File: config.mk
export PLATFORM = sky130hd
export DESIGN_NAME = cbel_casteljau
export DESIGN_NICKNAME = d
export VERILOG_FILES = /design/src/hdl/cbel_pkg.sv /design/src/hdl/cbel_casteljau.sv
export VERILOG_INCLUDE_DIRS = /design/src /design/src/hdl
export SDC_FILE = /design/constraint.sdc
export NUM_CORES = 2
export LEC_CHECK = 0
export BUFFER_PORTS_ARGS = -buffer_cell sky130_fd_sc_hd__buf_2
export CAP_MARGIN = 10
export CELL_PAD_IN_SITES_DETAIL_PLACEMENT = 0
export CELL_PAD_IN_SITES_GLOBAL_PLACEMENT = 1
export CORE_MARGIN = 4
export CORE_UTILIZATION = 30
export DETAILED_ROUTE_END_ITERATION = 10
export PLACE_DENSITY = 0.67
export SYNTH_ARGS = -nofsm -noshare
export SYNTH_HDL_FRONTEND = slang
export SYNTH_SLANG_ARGS = --single-unit
File: constraint.sdc
create_clock -name clk -period 11.7 [get_ports clk]
set_input_delay 1.755 -clock clk [delete_from_list [all_inputs] [get_ports clk]]
set_output_delay 1.755 -clock clk [all_outputs]
set_load 0.02 [all_outputs]
File: src/hdl/cubic_bezier_eval_and_length_defines.svh
// Assertion macros for the cubic Bezier evaluation and length block.
// Included by the RTL files that carry concurrent checks; no other dependencies.
`ifndef CUBIC_BEZIER_EVAL_AND_LENGTH_DEFINES_SVH
`define CUBIC_BEZIER_EVAL_AND_LENGTH_DEFINES_SVH
`ifndef SYNTH
`define CBEL_ASSERT_SAME(lbl, clk, rst, ante, cons) \
  lbl: assert property (@(posedge clk) disable iff (rst) (ante) |-> (cons)) \
    else $error("cbel same-cycle check failed");
`define CBEL_ASSERT_NEXT(lbl, clk, rst, ante, cons) \
  lbl: assert property (@(posedge clk) disable iff (rst) (ante) |=> (cons)) \
    else $error("cbel next-cycle check failed");
`else
`define CBEL_ASSERT_SAME(lbl, clk, rst, ante, cons)
`define CBEL_ASSERT_NEXT(lbl, clk, rst, ante, cons)
`endif
`endif

File: src/hdl/cbel_pkg.sv
// Shared constants, types and helpers of the cubic Bezier evaluation block.
// No dependencies; used by cbel_casteljau and cubic_bezier_eval_and_length.
`default_nettype none
package cbel_pkg;
  localparam int COORD_BITS_DEF      = 21;
  localparam int T_FRACTION_BITS_DEF = 16;
  localparam int MAX_SEGMENTS_DEF    = 64;
  localparam int GUARD_BITS          = 16;
  localparam int OUT_COORD_W         = 21;
  localparam int CFG_W               = 63;
  localparam int CFG_IDX_W           = 3;
  localparam int NUM_CTRL            = 4;
  localparam int PARAM_T_W           = 17;
  localparam int SEG_IN_W            = 7;
  localparam int LEN_W               = 32;
  localparam logic [LEN_W-1:0] LEN_RESET = 32'd256;
  localparam int S_TDATA_W           = 24;
  localparam int M_TDATA_W           = 96;
  localparam int LERP_STEPS          = 6;
  localparam logic OP_EVAL           = 1'b0;
  localparam logic OP_MEASURE        = 1'b1;

  typedef struct packed {
    logic busy;
    logic done;
  } eng_stat_t;

  // Point slot updated by each of the six de Casteljau interpolations.
  function automatic logic [1:0] lerp_index(input logic [2:0] step);
    logic [1:0] idx;
    case (step)
      3'd0: idx = 2'd0;
      3'd1: idx = 2'd1;
      3'd2: idx = 2'd2;
      3'd3: idx = 2'd0;
      3'd4: idx = 2'd1;
      default: idx = 2'd0;
    endcase
    return idx;
  endfunction
endpackage
`default_nettype wire

File: src/hdl/cbel_casteljau.sv
// Iterative de Casteljau point evaluator: one shared multiplier, each lerp a multiply state then an add state.
// Depends on cbel_pkg and the assertion macro header.
`default_nettype none
`include "cubic_bezier_eval_and_length_defines.svh"
module cbel_casteljau #(
  parameter int COORD_BITS      = cbel_pkg::COORD_BITS_DEF,
  parameter int T_FRACTION_BITS = cbel_pkg::T_FRACTION_BITS_DEF
) (
  input  wire logic                         clk,
  input  wire logic                         rst,
  input  wire logic                         start,
  input  wire logic [T_FRACTION_BITS:0]     t,
  input  wire logic [cbel_pkg::CFG_W-1:0]   ctrl [cbel_pkg::NUM_CTRL],
  output logic signed [COORD_BITS-1:0]      pt [3],
  output cbel_pkg::eng_stat_t               stat
);
  localparam int PW    = COORD_BITS + cbel_pkg::GUARD_BITS;
  localparam int DW    = PW + 1;
  localparam int TSW   = T_FRACTION_BITS + 2;
  localparam int PRODW = DW + TSW;
  localparam logic [PRODW-1:0] PROD_HALF = PRODW'(1) << (T_FRACTION_BITS - 1);
  localparam logic [PW-1:0]    FIN_HALF  = PW'(1) << (cbel_pkg::GUARD_BITS - 1);

  localparam logic [2:0] E_IDLE = 3'd0;
  localparam logic [2:0] E_LOAD = 3'd1;
  localparam logic [2:0] E_MUL  = 3'd2;
  localparam logic [2:0] E_ADD  = 3'd3;
  localparam logic [2:0] E_FIN  = 3'd4;

  logic [2:0]                 state;
  logic [1:0]                 k;
  logic [2:0]                 step;
  logic                       done;
  logic signed [PW-1:0]       p [4];
  logic signed [PRODW-1:0]    prod;
  logic [T_FRACTION_BITS:0]   t_r;

  logic [1:0]                 idx;
  logic [1:0]                 idx_n;
  logic signed [DW-1:0]       diff;
  logic signed [TSW-1:0]      t_s;
  logic signed [PRODW-1:0]    prod_sh;
  logic [DW-1:0]              p_sum;
  logic signed [PW-1:0]       fin_sh;

  always_comb begin
    idx     = cbel_pkg::lerp_index(step);
    idx_n   = idx + 2'd1;
    diff    = {p[idx_n][PW-1], p[idx_n]} - {p[idx][PW-1], p[idx]};
    t_s     = {1'b0, t_r};
    prod_sh = (prod + $signed(PROD_HALF)) >>> T_FRACTION_BITS;
    p_sum   = {p[idx][PW-1], p[idx]} + prod_sh[DW-1:0];
    fin_sh  = (p[0] + $signed(FIN_HALF)) >>> cbel_pkg::GUARD_BITS;
  end

  assign stat.busy = (state != E_IDLE);
  assign stat.done = done;

  always_ff @(posedge clk) begin
    if (rst) begin
      state <= E_IDLE;
      done  <= 1'b0;
      k     <= 2'd0;
      step  <= 3'd0;
    end else begin
      done <= 1'b0;
      case (state)
        E_IDLE: begin
          if (start) begin
            k     <= 2'd0;
            state <= E_LOAD;
          end
        end
        E_LOAD: begin
          step  <= 3'd0;
          state <= E_MUL;
        end
        E_MUL: begin
          state <= E_ADD;
        end
        E_ADD: begin
          if (step == 3'(cbel_pkg::LERP_STEPS - 1)) begin
            state <= E_FIN;
          end else begin
            step  <= step + 3'd1;
            state <= E_MUL;
          end
        end
        E_FIN: begin
          if (k == 2'd2) begin
            done  <= 1'b1;
            state <= E_IDLE;
          end else begin
            k     <= k + 2'd1;
            state <= E_LOAD;
          end
        end
        default: state <= E_IDLE;
      endcase
    end
  end

  always_ff @(posedge clk) begin
    if (state == E_IDLE && start) begin
      t_r <= t;
    end
    if (state == E_LOAD) begin
      for (int i = 0; i < cbel_pkg::NUM_CTRL; i++) begin
        p[i] <= {ctrl[i][int'(k) * COORD_BITS +: COORD_BITS],
                 {cbel_pkg::GUARD_BITS{1'b0}}};
      end
    end
    if (state == E_MUL) begin
      prod <= diff * t_s;
    end
    if (state == E_ADD) begin
      p[idx] <= p_sum[PW-1:0];
    end
    if (state == E_FIN) begin
      pt[k] <= fin_sh[COORD_BITS-1:0];
    end
  end

  `CBEL_ASSERT_SAME(a_start_idle, clk, rst, start, state == E_IDLE)
  `CBEL_ASSERT_NEXT(a_done_pulse, clk, rst, done, !done)
  `CBEL_ASSERT_NEXT(a_start_loads, clk, rst, start, state == E_LOAD && k == 2'd0)
endmodule
`default_nettype wire

==> results.md <==
- Overall global routing resource usage: 17.42%
- Critical Path RT: roughly 12 ns
- Crit end category: flip-flop
- Synth Flop Type: sky130_fd_sc_hd__edfxtp_1
- Count of inserted antenna diode cells: 0
- Status: finished, final reports clean
- Slew Viols, Final: 0
- Area of the die: 136300 µm²
- Overflow left after global routing: 0
- Number of distinct library cell variants in the gate-level netlist after synthesis: 76
- Critical Path Fanout Max: 11
- Kind of cell with the highest combined delay on the critical path: adder cells
- Most frequent cell on the critical path: sky130_fd_sc_hd__fa_1
- Fin crit share: between 90% and 100%
- Total half-perimeter wirelength after legalization and detailed placement: between 90 and 100 mm
- Final critical-path required period: 11.15 ns
- Per-cell via count in the routed design: between 4 and 5
- Routed wirelength normalized by instance count: 19.75 µm
- Post-Synthesis Cells: between 3000 and 4000
- Number of routed nets with antenna violations: 0
- Synthesized net count: a little over 5000
- Initial standard-cell utilization of the core: approximately 30%
- Area Growth Syn to Fin: 13.25%
- Clock tree root buffer cell: sky130_fd_sc_hd__clkbuf_16
- TritonCTS Sinks: ~280
- DRC marker count from the first detailed-route iteration: roughly 1700
- CTS Buffer Depth: 3
- Die boundary width: 369.2 µm
- Post-synth EDFFs: around 270
- Final RePlAce weighted congestion: roughly 0.9
- Clock transition at the register clock pins on the worst setup and hold paths after CTS: roughly 0.060 ns
- Seq/Total Area, Yosys: 20.87%
- Fin cells: approximately 6000
- Type of element launching the critical path: flip-flop
- Wire length of the first global-routing pass: approximately 190 mm
- Finish-stage setup viols: 0
- Relative max-transition margin: a little over a fifth
- Number of antenna violations at the first check in global routing: 0
- Via count: approximately 30000
- Fin nets: around 5300
- Clock network latency to the later pin of the worst-skew pair: around 0.59 ns
- Average cell area after synthesis: a little under 10 µm²
- Worst min-delay path category: flip-flop to flip-flop
- Input/output buffers: 336
- Highest achievable clock rate: roughly 90 MHz
- Setup repair after global routing missed its margin: true
- Number of top-level design ports: 337
- Worst path arrival time: 11.44 ns
- Pin slew with the least headroom to its limit: 1.174 ns
- Delay contributed by the slowest stage of the critical path: roughly 0.8 ns
- Clock Skews: 0.04626 ns
- Total number of H-tree levels: 2
- Vias in the first global route: approximately 31000
- Maximum number of pins on one net before global-route repair: 61
- Core region area: between 100000 and 150000 µm²
- Share of post-route cells with drive strength above 1: roughly 16%
- Number of storage elements in the synthesis netlist: 275
- TritonCTS buffer count: 36
- Die H: roughly 370 µm
- Cell Count Post-Placement: approximately 6000
- Post-synth ARST share: 0%
- Number of warnings printed during yosys synthesis: 0
- Final hold violations: 0
- Number of placement rows: 132
- Cell Area, Synth: between 30000 and 40000 µm²
- First-pass iteration count of the detailed router: 6
- Combined buffer and inverter count along the critical path: 9
- Detailed-route wire length: 119.0 mm
- DRC violations left: 0
- Count of max-cap constraint violations: 0
- Cell at the slowest stage of the critical path: sky130_fd_sc_hd__a2111oi_0
- Crit path kind: flip-flop to flip-flop
- TritonCTS clock tree: yes
- Fill count: 13350
-- tightest hold or removal path, cell delays in order, from the launching register on --
cell and delay, ns:
sky130_fd_sc_hd__dfxtp_1 0.34, sky130_fd_sc_hd__nand3_1 0.08, sky130_fd_sc_hd__a21oi_1 0.06
-- what timing repair did --
action	in CTS	in global routing
endpoints found under the setup margin	0	15
resized for setup	0	10
hold buffers	0	0
buffers inserted	0	4
-- flip-flops by register name, indices dropped and copies added (netlist names) --
signal	flops
prod	38
step	3
k	2
done	1
pt	63
state	3
t_r	17
p	148
-- worst paths after layout --
check                                     startpoint              endpoint  slack, ns  cells past startpoint
worst min register to register  step[1]$_SDFFE_PP0P_  step[1]$_SDFFE_PP0P_       0.53                      2
worst min-delay path            step[1]$_SDFFE_PP0P_  step[1]$_SDFFE_PP0P_       0.53                      2
worst max-delay path            step[0]$_SDFFE_PP0P_    prod[48]$_DFFE_PP_       0.55                     39
worst max register to register  step[0]$_SDFFE_PP0P_    prod[48]$_DFFE_PP_       0.55                     39
-- cell type report --
class                      count  area [µm²]  area share [%]
multi-input combinational   2731       27410           61.83
sequential                   275        8172           18.43
inverter                     777        2917           6.579
timing repair buffer         434        2430           5.481
tap                         1742        2180           4.917
clock buffer                  47       963.4           2.173
clock inverter                18       261.5          0.5899
-- metal layers --
layer,part of all wire (%),vias to the layer above,track usage [%]
li1,-,13420,-
met1,44,14930,24.11
met2,48,854,29.37
met3,5.1,127,1.972
met4,2.2,0,3.893
met5,0,-,0
-- cell usage in the layout (no fill, tap or decap), types with 37 or more instances in the layout --
master                      synthesis  layout
sky130_fd_sc_hd__nand2_1          435     432
sky130_fd_sc_hd__inv_1            775     775
sky130_fd_sc_hd__clkbuf_16          0      37
sky130_fd_sc_hd__fa_1             591     591
sky130_fd_sc_hd__a21o_1            58      58
sky130_fd_sc_hd__xor2_1            58      58
sky130_fd_sc_hd__xnor2_1          116     115
sky130_fd_sc_hd__mux4_2            70      70
sky130_fd_sc_hd__a21oi_1          160     159
sky130_fd_sc_hd__mux2_2            81      81
sky130_fd_sc_hd__nand3_1           62      62
sky130_fd_sc_hd__o21ai_0           39      39
sky130_fd_sc_hd__and2_1           273     271
sky130_fd_sc_hd__edfxtp_1         266     266
sky130_fd_sc_hd__nor2_1           135     132
sky130_fd_sc_hd__buf_4              2      97
sky130_fd_sc_hd__buf_2              8     336
sky130_fd_sc_hd__ha_1             185     184
sky130_fd_sc_hd__a221oi_1          82      81
-- logic make-up (layout without fill, tap and decap cells) --
| logic type | Yosys count | count (layout) | synth area share (%) |
|---|---|---|---|
| multiplexers | 166 | 166 | 6.786 |
| AO/OA/AOI/OAI | 492 | 492 | 8.595 |
| adder cells (fa/ha/maj) | 785 | 785 | 36.37 |
| AND/OR/NAND/NOR | 1111 | 1111 | 13.97 |
| XOR/XNOR | 177 | 177 | 4.034 |
| flip-flops | 275 | 275 | 20.87 |
| buffers and inverters | 972 | 1276 | 9.384 |
-- synth_stat cells (all sizes together), types with 13 or more instances --
master | n | area (µm²)
edfxtp | 266 | 7988
mux2i | 14 | 152.6
o21ai | 42 | 210.2
clkbuf | 174 | 653.1
a21o | 58 | 435.4
a31oi | 16 | 100.1
fa | 591 | 11830
ha | 185 | 2315
nand4 | 20 | 125.1
inv | 776 | 2913
a41oi | 14 | 122.6
nor3b | 15 | 112.6
nand3 | 62 | 310.3
o31ai | 14 | 105.1
a21oi | 160 | 800.8
and3 | 36 | 225.2
nor3 | 35 | 175.2
o21bai | 19 | 142.6
mux2 | 82 | 927.1
nor2 | 135 | 506.7
nand2 | 435 | 1633
and2 | 273 | 1708
mux4 | 70 | 1577
xnor2 | 118 | 1049
nand2b | 29 | 181.4
nor2b | 31 | 193.9
o21a | 14 | 105.1
a221oi | 83 | 733.2
o211ai | 13 | 102.6
xor2 | 58 | 508.0
buf | 21 | 103.9
-- through the flow --
step / worst slack (ns) / setup TNS (ns) / utilization [%] / instance area, µm² / hold WS (ns)
floorplan: 0.1518 / 0 / - / 39150 / 0.4712
global placement: 0.2612 / 0 / 33.23 / 43020 / 0.4985
detailed placement: 0.1240 / 0 / 33.23 / 43020 / 0.5201
CTS: 0.03964 / 0 / 34.17 / 44250 / 0.5278
global route: -0.01339 / -0.01339 / 34.24 / 44330 / 0.5566
finish: 0.5543 / 0 / 34.24 / 44330 / 0.5315
Power is left out: the tool's default activity adds up to more than one toggle a clock period on the data nets, which glitch-free logic cannot reach.
